[src/rtl/tlpte_pkg.sv]
// Shared constants, codes and memory request types of the two-level page table engine
`timescale 1ns / 1ps
package tlpte_pkg;

    localparam int DIR_ENTRIES   = 1024;
    localparam int TABLE_ENTRIES = 1024;
    localparam int TABLE_POOL    = 16;

    localparam int DIR_IDX_W   = $clog2(DIR_ENTRIES);
    localparam int TAB_IDX_W   = $clog2(TABLE_ENTRIES);
    localparam int TBL_NUM_W   = (TABLE_POOL > 1) ? $clog2(TABLE_POOL) : 1;
    localparam int POOL_CNT_W  = $clog2(TABLE_POOL + 1);
    localparam int DIR_W       = 3 + TBL_NUM_W;
    localparam int TBL_ADDR_W  = TBL_NUM_W + TAB_IDX_W;
    localparam int TBL_DEPTH   = TABLE_POOL * TABLE_ENTRIES;

    localparam int ADDR_W      = 32;
    localparam int FLAGS_W     = 12;
    localparam int OFFSET_W    = 12;

    localparam int ENT_PRESENT_BIT  = 0;
    localparam int ENT_WRITABLE_BIT = 1;
    localparam int ENT_USER_BIT     = 2;

    typedef enum logic [1:0] {
        ACT_MAP       = 2'd0,
        ACT_UNMAP     = 2'd1,
        ACT_TRANSLATE = 2'd2
    } action_t;

    typedef enum logic [1:0] {
        STAT_OK         = 2'd0,
        STAT_POOL_EMPTY = 2'd1,
        STAT_DIR_ABSENT = 2'd2
    } status_t;

    typedef enum logic [1:0] {
        ST_CLEAR,
        ST_IDLE,
        ST_DIR,
        ST_TBL
    } state_t;

    typedef struct packed {
        logic                 we;
        logic                 re;
        logic [DIR_IDX_W-1:0] addr;
        logic [DIR_W-1:0]     wdata;
    } dir_req_t;

    typedef struct packed {
        logic                  we;
        logic                  re;
        logic [TBL_ADDR_W-1:0] addr;
        logic [ADDR_W-1:0]     wdata;
    } tbl_req_t;

endpackage

[src/rtl/tlpte_ctrl.sv]
// Sequencer: clearing sweep, directory walk, table update or lookup, result register
`timescale 1ns / 1ps
module tlpte_ctrl
(
    input  logic                                clk,
    input  logic                                rst_n,
    input  logic                                cfg_write_en,
    input  logic                                cfg_write_data,
    input  logic                                in_valid,
    output logic                                in_stall,
    input  logic [1:0]                          action,
    input  logic [tlpte_pkg::ADDR_W-1:0]        virt_addr,
    input  logic [tlpte_pkg::ADDR_W-1:0]        phys_addr,
    input  logic [tlpte_pkg::FLAGS_W-1:0]       map_flags,
    output logic                                out_valid,
    input  logic                                out_stall,
    output logic [1:0]                          status,
    output logic [tlpte_pkg::ADDR_W-1:0]        phys_out,
    output logic                                invalidate,
    output tlpte_pkg::dir_req_t                 dir_req,
    input  logic [tlpte_pkg::DIR_W-1:0]         dir_rdata,
    output tlpte_pkg::tbl_req_t                 tbl_req,
    input  logic [tlpte_pkg::ADDR_W-1:0]        tbl_rdata
);

    localparam int TOP_DIR_BIT = tlpte_pkg::ADDR_W - 1;
    localparam int LOW_DIR_BIT = tlpte_pkg::ADDR_W - tlpte_pkg::DIR_IDX_W;
    localparam int TOP_TAB_BIT = tlpte_pkg::OFFSET_W + tlpte_pkg::TAB_IDX_W - 1;

    tlpte_pkg::state_t state_reg, state_next;

    logic [tlpte_pkg::TBL_ADDR_W-1:0]   clr_cnt_reg;
    logic                               paging_reg;
    logic [tlpte_pkg::POOL_CNT_W-1:0]   nft_reg, nft_next;

    logic [1:0]                         act_reg;
    logic [tlpte_pkg::ADDR_W-1:0]       va_reg;
    logic [tlpte_pkg::ADDR_W-1:0]       pa_reg;
    logic [tlpte_pkg::FLAGS_W-1:0]      flags_reg;

    logic                               out_valid_reg, out_valid_next;
    logic [1:0]                         status_reg, status_next;
    logic [tlpte_pkg::ADDR_W-1:0]       phys_reg, phys_next;
    logic                               inval_reg, inval_next;

    logic                               accept;
    logic                               out_free;
    logic                               present;
    logic                               pool_empty;
    logic                               clr_last;
    logic                               res_load;
    logic                               nft_inc;
    logic [tlpte_pkg::DIR_W-1:0]        dir_new;
    logic [tlpte_pkg::TAB_IDX_W-1:0]    tab_idx;
    logic [tlpte_pkg::ADDR_W-1:0]       map_entry;

    assign out_free   = !out_valid_reg || !out_stall;
    assign present    = dir_rdata[tlpte_pkg::ENT_PRESENT_BIT];
    assign pool_empty = nft_reg >= tlpte_pkg::POOL_CNT_W'(tlpte_pkg::TABLE_POOL);
    assign clr_last   = clr_cnt_reg == tlpte_pkg::TBL_ADDR_W'(tlpte_pkg::TBL_DEPTH - 1);
    assign accept     = in_valid && !in_stall;
    assign tab_idx    = va_reg[TOP_TAB_BIT:tlpte_pkg::OFFSET_W];
    assign map_entry  = {pa_reg[tlpte_pkg::ADDR_W-1:tlpte_pkg::OFFSET_W],
                         flags_reg[tlpte_pkg::FLAGS_W-1:1], 1'b1};

    always_comb
    begin
        if (present)
        begin
            dir_new = dir_rdata;
            dir_new[tlpte_pkg::ENT_USER_BIT] = dir_rdata[tlpte_pkg::ENT_USER_BIT]
                                               | flags_reg[tlpte_pkg::ENT_USER_BIT];
        end
        else
        begin
            dir_new = {nft_reg[tlpte_pkg::TBL_NUM_W-1:0],
                       flags_reg[tlpte_pkg::ENT_USER_BIT], 1'b1, 1'b1};
        end
    end

    // next state
    always_comb
    begin
        state_next = state_reg;
        case (state_reg)
            tlpte_pkg::ST_CLEAR:
            begin
                if (clr_last)
                begin
                    state_next = tlpte_pkg::ST_IDLE;
                end
            end
            tlpte_pkg::ST_IDLE:
            begin
                if (in_valid)
                begin
                    state_next = tlpte_pkg::ST_DIR;
                end
            end
            tlpte_pkg::ST_DIR:
            begin
                if (act_reg == tlpte_pkg::ACT_TRANSLATE && present)
                begin
                    state_next = tlpte_pkg::ST_TBL;
                end
                else if (out_free)
                begin
                    state_next = tlpte_pkg::ST_IDLE;
                end
            end
            tlpte_pkg::ST_TBL:
            begin
                if (out_free)
                begin
                    state_next = tlpte_pkg::ST_IDLE;
                end
            end
            default:
            begin
                state_next = tlpte_pkg::ST_IDLE;
            end
        endcase
    end

    // outputs and memory requests
    always_comb
    begin
        in_stall    = 1'b1;
        dir_req     = '0;
        tbl_req     = '0;
        res_load    = 1'b0;
        nft_inc     = 1'b0;
        status_next = tlpte_pkg::STAT_OK;
        phys_next   = '0;
        inval_next  = 1'b0;
        case (state_reg)
            tlpte_pkg::ST_CLEAR:
            begin
                dir_req.we   = clr_cnt_reg[tlpte_pkg::TBL_ADDR_W-1:tlpte_pkg::DIR_IDX_W] == '0;
                dir_req.addr = clr_cnt_reg[tlpte_pkg::DIR_IDX_W-1:0];
                tbl_req.we   = 1'b1;
                tbl_req.addr = clr_cnt_reg;
            end
            tlpte_pkg::ST_IDLE:
            begin
                in_stall     = 1'b0;
                dir_req.re   = in_valid;
                dir_req.addr = virt_addr[TOP_DIR_BIT:LOW_DIR_BIT];
            end
            tlpte_pkg::ST_DIR:
            begin
                dir_req.addr = va_reg[TOP_DIR_BIT:LOW_DIR_BIT];
                dir_req.wdata = dir_new;
                tbl_req.addr = {dir_new[tlpte_pkg::DIR_W-1:3], tab_idx};
                case (act_reg)
                    tlpte_pkg::ACT_MAP:
                    begin
                        res_load = out_free;
                        if (present || !pool_empty)
                        begin
                            dir_req.we    = out_free;
                            tbl_req.we    = out_free;
                            tbl_req.wdata = map_entry;
                            nft_inc       = out_free && !present;
                            inval_next    = paging_reg;
                        end
                        else
                        begin
                            status_next = tlpte_pkg::STAT_POOL_EMPTY;
                        end
                    end
                    tlpte_pkg::ACT_UNMAP:
                    begin
                        res_load = out_free;
                        if (present)
                        begin
                            tbl_req.we = out_free;
                            inval_next = paging_reg;
                        end
                        else
                        begin
                            status_next = tlpte_pkg::STAT_DIR_ABSENT;
                        end
                    end
                    tlpte_pkg::ACT_TRANSLATE:
                    begin
                        tbl_req.re = present;
                        res_load   = out_free && !present;
                    end
                    default:
                    begin
                        res_load = out_free;
                    end
                endcase
            end
            tlpte_pkg::ST_TBL:
            begin
                res_load = out_free;
                if (tbl_rdata[tlpte_pkg::ENT_PRESENT_BIT])
                begin
                    phys_next = {tbl_rdata[tlpte_pkg::ADDR_W-1:tlpte_pkg::OFFSET_W],
                                 va_reg[tlpte_pkg::OFFSET_W-1:0]};
                end
            end
            default:
            begin
                in_stall = 1'b1;
            end
        endcase
    end

    assign nft_next       = nft_inc ? tlpte_pkg::POOL_CNT_W'(nft_reg + 1'b1) : nft_reg;
    assign out_valid_next = res_load || (out_valid_reg && out_stall);

    always_ff @(posedge clk or negedge rst_n)
    begin
        if (!rst_n)
        begin
            state_reg     <= tlpte_pkg::ST_CLEAR;
            clr_cnt_reg   <= '0;
            paging_reg    <= 1'b0;
            nft_reg       <= '0;
            out_valid_reg <= 1'b0;
        end
        else
        begin
            state_reg     <= state_next;
            nft_reg       <= nft_next;
            out_valid_reg <= out_valid_next;
            if (state_reg == tlpte_pkg::ST_CLEAR)
            begin
                clr_cnt_reg <= tlpte_pkg::TBL_ADDR_W'(clr_cnt_reg + 1'b1);
            end
            if (cfg_write_en)
            begin
                paging_reg <= cfg_write_data;
            end
        end
    end

    // hold the transaction and the result payload
    always_ff @(posedge clk)
    begin
        if (accept)
        begin
            act_reg   <= action;
            va_reg    <= virt_addr;
            pa_reg    <= phys_addr;
            flags_reg <= map_flags;
        end
        if (res_load)
        begin
            status_reg <= status_next;
            phys_reg   <= phys_next;
            inval_reg  <= inval_next;
        end
    end

    assign out_valid  = out_valid_reg;
    assign status     = status_reg;
    assign phys_out   = phys_reg;
    assign invalidate = inval_reg;

    a_accept_walks: assert property (@(posedge clk) disable iff (!rst_n)
        accept |=> state_reg == tlpte_pkg::ST_DIR)
        else $error("accepted transaction did not start the directory walk");

    a_pool_bound: assert property (@(posedge clk) disable iff (!rst_n)
        nft_reg <= tlpte_pkg::POOL_CNT_W'(tlpte_pkg::TABLE_POOL))
        else $error("table pool count beyond pool size");

    a_pool_only_in_dir: assert property (@(posedge clk) disable iff (!rst_n)
        state_reg != tlpte_pkg::ST_DIR |=> $stable(nft_reg))
        else $error("table pool count moved outside the directory step");

    a_result_source: assert property (@(posedge clk) disable iff (!rst_n)
        $rose(out_valid_reg) |->
            $past(state_reg) == tlpte_pkg::ST_DIR || $past(state_reg) == tlpte_pkg::ST_TBL)
        else $error("result raised without a walk");

    a_inval_ok: assert property (@(posedge clk) disable iff (!rst_n)
        out_valid_reg && inval_reg |-> status_reg == tlpte_pkg::STAT_OK && phys_reg == '0)
        else $error("invalidate with failing status or translated address");

endmodule

[config.mk]
export PLATFORM = sky130hd
export DESIGN_NAME = tlpte_ctrl
export DESIGN_NICKNAME = d
export VERILOG_FILES = /design/src/rtl/tlpte_pkg.sv /design/src/rtl/tlpte_ctrl.sv
export SDC_FILE = /design/constraint.sdc
export NUM_CORES = 1
export LEC_CHECK = 0
export BUFFER_PORTS_ARGS = -buffer_cell sky130_fd_sc_hd__buf_2
export CAP_MARGIN = 20
export CORE_UTILIZATION = 50
export CTS_BUF_LIST = sky130_fd_sc_hd__clkbuf_8
export DETAILED_ROUTE_END_ITERATION = 8
export PLACE_DENSITY = 0.84
export SYNTH_ARGS = -nofsm -noshare
export SYNTH_HDL_FRONTEND = slang
export SYNTH_SLANG_ARGS = --single-unit
[constraint.sdc]
create_clock -name clk -period 9.8 [get_ports clk]
set_input_delay 1.96 -clock clk [delete_from_list [all_inputs] [get_ports clk]]
set_output_delay 1.96 -clock clk [all_outputs]
set_load 0.005 [all_outputs]
# Word level (Yosys, flattened, before mapping)
# Index checks and enable logic that the tools add are counted.
[classes]
n_lt_le_gt_ge = 1
n_reduce_logical = 16
bitwise_logic = 1
eq_ne = 8
mux = 33
addsub = 2
[op_table]
columns = ["cell", "count"]
rows = [
  ["$mux W32", 3],
  ["$pmux W10 S3", 1],
  ["$pmux W14 S2", 1],
  ["$add A14 B1 Y14 const B", 1],
  ["$eq A14 B14 Y1 const B", 1],
  ["$mux W1", 14],
  ["$mux W7", 2],
  ["$mux W2", 5],
  ["$pmux W1 S2", 5],
  ["$pmux W2 S4", 1],
  ["$eq A2 B2 Y1 const B", 3],
  ["$add A5 B1 Y5 const B", 1],
  ["$ge A5 B5 Y1 const B", 1],
  ["$eq A2 B1 Y1 const B", 2],
  ["$logic_and A1 B1 Y1", 4],
  ["$logic_not A1 Y1", 4],
  ["$logic_not A2 Y1", 2],
  ["$logic_not A4 Y1", 1],
  ["$ne A2 B2 Y1 const B", 2],
  ["$pmux W2 S2", 1],
  ["$reduce_and A2 Y1", 2],
  ["$logic_or A1 B1 Y1", 3],
  ["$or A1 B1 Y1", 1],
]
[word_totals]
reg_bits = 136
elab_cells = 73

# Logic depth before layout (Yosys ltp)
# Gate-level depths: netlist of run 1.
[logic_depth]
depth_word = 6
depth_mapped = 7

# Least setup slack after synthesis of run 1
# OpenSTA, ideal clock, no wires.
[synth_path]
path_kind = "input port to output port"
startpoint = "input port in_valid"
endpoint = "output port dir_req[17] in the netlist's numbering"
path_stages = 3
setup_slack_ns = 2.670
required_time_ns = 7.840
n_path_buf = 1
arrival_time_ns = 5.170
path_cell_list = "inv_1 -> nor2_1 -> buf_4"
[synth_lines]
columns = ["item", "line", "text"]
rows = [
  ["start, declared", "tlpte_ctrl.sv:9", "input logic in_valid,"],
  ["end, declared", "tlpte_ctrl.sv:20", "output tlpte_pkg::dir_req_t dir_req,"],
]

==> results of run 1 <==
metal layers:
metal	vias up	wire, um	GRT usage [%]
met2	181	5660	34.8
met1	1713	4560	25.9
met5	-	0	0
met3	10	909	6.24
met4	0	155	9.86
li1	1691	-	-
power by group through the flow:
stage	Sequential, W	Combinational, W	Clock (W)
after CTS	0.000694	0.000326	0.000438
final	0.000694	0.000329	0.000427
after global placement	0.000699	0.000313	0
after floorplan	0.000690	0.000195	0
after detailed placement	0.000705	0.000323	0
after global routing	0.000701	0.000363	0.000460
cell type report:
class	count	area [um^2]
multi-input combinational	210	1410
inverter	5	18.8
fill	745	3200
clock inverter	15	150
tap	133	166
sequential	123	3580
clock buffer	17	234
timing repair buffer	206	1060
worst max-delay path, cell delays in order:
cell and delay [ns]:
buf_2 0.25, nor2b_1 0.11, and2b_1 0.72, and2_1 0.24
buf_2 0.11
final timing paths:
path | cells after the start | endpoint
min in group asynchronous | 1 | clr_cnt_reg[9]
max | 5 | tbl_req[28]
min | 1 | nft_reg[3]
max reg2reg | 4 | flags_reg[11]
max in group asynchronous | 1 | clr_cnt_reg[3]
min reg2reg | 1 | nft_reg[3]
cells in the final DEF, fill, tap and decap left out, types with 12 or more instances in the layout:
master and n:
and2_1 64, buf_2 202, clkbuf_8 17, dfrtp_1 23
edfxtp_1 100, mux2i_1 24, nand2_1 20, nor2_1 22
o21ai_0 12
kinds of logic after synthesis:
logic type / share of synthesized area (%)
compound gates: 3.14
xor+xnor: 2.75
fa+ha+maj: 0.490
buf+inv: 2.57
flops: 70.1
mux: 5.37
simple gates: 15.6
per-stage QoR:
stage	setup slack (ns)	hold slack (ns)
after floorplan	2.67	0.466
after global placement	4.48	0.499
after detailed placement	4.41	0.503
after CTS	4.40	0.518
after global routing	4.27	0.539
final	4.43	0.520
==> flow_metrics.env, run 1 <==
export IMPL_crit_arrival_ns=3.41
export IMPL_ys_top_cells_by_area="edfxtp_1, dfrtp_1, and2_1, mux2i_1, nor2_1"
export IMPL_drv_max_cap_violation_count=0
export IMPL_initial_antenna_violation_count=0
export IMPL_async_reset_ff_share_pct=18.7
export IMPL_final_setup_viol_count=0
export IMPL_layout_cell_area_non_filler_um2=6620
export IMPL_grt_total_usage_pct=21.2
export IMPL_ctsRootBufferMaster="clkbuf_8"
export IMPL_row_count=36
export IMPL_netlist_top_cell_by_area="edfxtp_1"
export IMPL_grt_start_max_net_pins=67
export IMPL_postSynthRegisterBits=123
export IMPL_antennaDiodeCount=0
export IMPL_dp_cells=676
export IMPL_setup_worst_path_class="in2out"
export IMPL_core_um2=9820
export IMPL_syn_to_final_growth_pct=29.7
export IMPL_utilization_pct=67.4
export IMPL_clkLatencyLatePin_ns=0.42
export IMPL_ant_nets=0
export IMPL_worst_setup_path_start_kind="primary input"
export IMPL_max_slew_worst_pin_slew_ns=0.864
export IMPL_count_of_nets_after_finishing=688
export IMPL_min_path_type="reg2reg"
export IMPL_drt_wl_total_um=11300
export IMPL_p_leak_nw=2.87
export IMPL_slew_headroom_pct=42.4
export IMPL_die_h_um=103
export IMPL_required_ns=7.84
export IMPL_p_total_w=0.00145
export IMPL_die_w_um=103
export IMPL_synth_yosys_warnings=0
export IMPL_route_detailed_vias_per_inst=5.07
export IMPL_most_instantiated_library_cell_after_synthesis="edfxtp_1"
export IMPL_timing_critical_path_from="dir_rdata[0]"
export IMPL_post_synthesis_net_count=483
export IMPL_rsz0062_at_grt="no"
export IMPL_number_of_synthesized_flops_with_an_enable_pin=100
export IMPL_endpoint_type_of_the_worst_setup_path="output port"
export IMPL_place_congestion=0.774
export IMPL_yosys_area_top_type_share_pct=58.8
export IMPL_synth_common_cells="edfxtp_1, and2_1, mux2i_1, dfrtp_1, nor2_1"
export IMPL_post_route_cells_drive_above_1_share_pct=42.5
export IMPL_finalNonFillerCells=709
export IMPL_initial_core_utilization_pct=52.0
export IMPL_cts_hold_repair_buffers=0
export IMPL_mappedNetlistArea_um2=5100
export IMPL_placed_area_um2=6210
export IMPL_r2r_start="state_reg[1]"
export IMPL_buffer_ports_inserted=202
export IMPL_power_frac_clock_pct=29.5
export IMPL_tritoncts="built"
export IMPL_detail_route_first_pass_iterations=4
export IMPL_post_cts_resized=0
export IMPL_ff2ff_setup_slack_ns=7.63
export IMPL_period_share_pct=54.8
export IMPL_internal_power_w=0.00101
export IMPL_timing_critical_path_fanout_max=32
export IMPL_max_clock_freq_mhz=186
export IMPL_setup_total_negative_slack_ns=0
export IMPL_synth_main_ff_cell="edfxtp_1"
export IMPL_slew_violations=0
export IMPL_gate_power_share_pct=22.7
export IMPL_netlist_cell_type_count=42
export IMPL_largest_buffer_count_on_any_clock_path=2
export IMPL_power_switching_fraction_pct=30.0
export IMPL_avgSynthCellArea_um2=14.3
export IMPL_power_per_cell_area_nw_per_um2=219
export IMPL_cts_max_level=4
export IMPL_cts_buffers_inserted=17
export IMPL_seq_power_share_pct=47.9
export IMPL_grt_ovfl_total=0
export IMPL_run_status="complete, no violations"
export IMPL_detail_route_drc_violations=0
export IMPL_worst_clock_skew_ns=0.00865
export IMPL_startpoint_of_the_most_critical_hold_path="nft_reg[3]"
export IMPL_path_clk_slew_ns=0.08
export IMPL_io_pin_count=227
export IMPL_numClockSinks=123
export IMPL_time_the_final_worst_path_needs_with_i_o_delays_and_setup_ns=5.37
export IMPL_num_vias=3595
export IMPL_synth_seq_area_share_pct=70.1
export IMPL_grt_pass1_wl_um=16400
export IMPL_post_dp_hpwl_um=7780
export IMPL_post_dr_wirelength_cell_um=15.9
export IMPL_synth_cells=358
export IMPL_via_count_of_the_first_global_routing_pass=3399
export IMPL_cts_post_setup_buffers_inserted=0
export IMPL_design_die_area_um2=10600
export IMPL_finalHoldViolCount=0
export IMPL_power_switching_w=0.000435
export IMPL_worst_ir_drop_vdd_v=0.000107
export IMPL_detailedRoute_firstIterationViolations=150
Note: power is estimated with default switching activity, not from simulation.
==> run 2, diff against run 1 <==
CORE_UTILIZATION = 44   (was 50)
PLACE_DENSITY = 0.78   (was 0.84)
clock period = 4.8 ns   (was 9.8 ns; I/O delays follow)
==> run 2 against run 1 <==
Critical path depth stayed put. Largest cell class unchanged. Die area is 13% higher. Sequential power increased by 100%.
==> flow_metrics.env, run 2 (synthesis results as in run 1) <==
export IMPL_sum_of_met2_wire_segment_lengths_after_detailed_routing_um=5860
export IMPL_io_pin_count=227
export IMPL_drt_wl_total_um=11600
export IMPL_rsz0062_at_grt="no"
export IMPL_cts_max_level=4
export IMPL_die_w_um=110
export IMPL_min_path_type="in2async"
export IMPL_setup_total_negative_slack_ns=0
export IMPL_post_cts_resized=0
export IMPL_count_of_nets_after_finishing=688
export IMPL_place_congestion=0.738
export IMPL_buffer_ports_inserted=202
export IMPL_detail_route_drc_violations=0
export IMPL_cts_buffers_inserted=17
export IMPL_cts_hold_repair_buffers=0
export IMPL_period_share_pct=70.9
export IMPL_post_route_cells_drive_above_1_share_pct=42.2
export IMPL_crit_arrival_ns=2.44
export IMPL_core_um2=11100
export IMPL_route_detailed_vias_per_inst=4.94
export IMPL_ctsRootBufferMaster="clkbuf_8"
export IMPL_cts_post_setup_buffers_inserted=0
export IMPL_detailedRoute_firstIterationViolations=171
export IMPL_setup_worst_path_class="in2out"
export IMPL_worst_ir_drop_vdd_v=0.000203
export IMPL_grt_total_usage_pct=19.7
export IMPL_worst_clock_skew_ns=0.0124
export IMPL_endpoint_type_of_the_worst_setup_path="output port"
export IMPL_endpoint_of_the_worst_slack_reg_to_reg_timing_path="pa_reg[31]"
export IMPL_required_ns=3.84
export IMPL_layout_common_cells="buf_2, edfxtp_1, and2_1, mux2i_1, dfrtp_1"
export IMPL_max_clock_freq_mhz=294
export IMPL_dr_max_layer_used="met4"
export IMPL_post_dp_hpwl_um=8050
export IMPL_row_count=38
export IMPL_max_slew_worst_pin_slew_ns=0.873
export IMPL_tritoncts="built"
export IMPL_run_status="complete, no violations"
export IMPL_grt_start_max_net_pins=67
export IMPL_die_h_um=110
export IMPL_initial_antenna_violation_count=0
export IMPL_path_clk_slew_ns=0.08
export IMPL_initial_core_utilization_pct=46.1
export IMPL_slew_violations=0
export IMPL_hold_ws_ns=0.503
export IMPL_grt_pass1_wl_um=17300
export IMPL_power_per_cell_area_nw_per_um2=476
export IMPL_grt_ovfl_total=0
export IMPL_p_leak_nw=2.94
export IMPL_clkLatencyLatePin_ns=0.43
export IMPL_m1WireLength_um=4720
export IMPL_worst_setup_path_start_kind="primary input"
export IMPL_dr_wl_met3_um=841
export IMPL_layout_cells_most_common="buf_2"
export IMPL_numClockSinks=123
export IMPL_final_setup_viol_count=0
export IMPL_finalHoldViolCount=0
export IMPL_detail_route_first_pass_iterations=5
export IMPL_timing_reg2reg_worst_path_depth=4
export IMPL_design_die_area_um2=12000
export IMPL_timing_critical_path_fanout_max=33
export IMPL_via_count_of_the_first_global_routing_pass=3468
export IMPL_syn_to_final_growth_pct=32.0
export IMPL_drv_max_cap_violation_count=0
export IMPL_ant_nets=0
export IMPL_num_vias=3540
export IMPL_slew_headroom_pct=41.8
export IMPL_post_dr_wirelength_cell_um=16.1
export IMPL_largest_buffer_count_on_any_clock_path=2
export IMPL_r2r_start="state_reg[0]"
export IMPL_ff2ff_setup_slack_ns=2.62
export IMPL_time_the_final_worst_path_needs_with_i_o_delays_and_setup_ns=3.40
[run 2: changes by cell type in the layout (fill, tap and decap cells not counted), sizes merged]
cell / change
inv: +1
clkinv: -2
clkinvlp: -4
diode: +1
bufinv: +5
[run 2: how the worst max path moves through the flow]
stage / start / end / depth (start not counted)
global route: act_reg[0] / tbl_req[23] / 4
finish: dir_rdata[0] / tbl_req[13] / 5
CTS: dir_rdata[0] / tbl_req[2] / 5
detailed placement: dir_rdata[0] / tbl_req[2] / 5
global placement: dir_rdata[0] / tbl_req[2] / 5
floorplan: in_valid / dir_req[17] / 3
[run 2: critical path, cell delays in order]
cell     delay [ns]
buf_2          0.24
nor2b_1        0.11
and2b_1        0.77
and2_1         0.23
buf_2          0.11
[run 2: power breakdown]
| group | total, W | leakage (nW) | switching (W) | internal, W |
|---|---|---|---|---|
| Combinational | 0.000669 | 1.47 | 0.000377 | 0.000293 |
| Clock | 0.00112 | 0.251 | 0.000404 | 0.000716 |
| Sequential | 0.00141 | 1.22 | 0.0000967 | 0.00132 |
| Total | 0.00320 | 2.94 | 0.000877 | 0.00233 |
[run 2: metal layers]
| layer | GRT usage (%) | vias to the layer above |
|---|---|---|
| met2 | 33.8 | 155 |
| met3 | 6.05 | 14 |
| met4 | 7.52 | 0 |
| met1 | 23.2 | 1673 |
| li1 | - | 1698 |
| met5 | 0 | - |
[run 2: per-stage QoR]
step	worst slack [ns]	cell area (um^2)	util, %	total power, W	std cells
after floorplan	0.800	5110	-	0.00180	358
after global placement	1.42	6220	56.1	0.00208	683
after detailed placement	1.36	6220	56.1	0.00210	683
after CTS	1.36	6710	60.6	0.00322	715
after global routing	1.18	6740	60.8	0.00337	716
final	1.40	6740	60.8	0.00320	717
[run 2: final cells by class]
cell class                 instances  area, um^2
fill                             872        4340
sequential                       123        3580
multi-input combinational        210        1410
timing repair buffer             206        1060
clock inverter                    15         255
clock buffer                      17         234
tap                              140         175
inverter                           5        18.8
antenna                            1        2.50
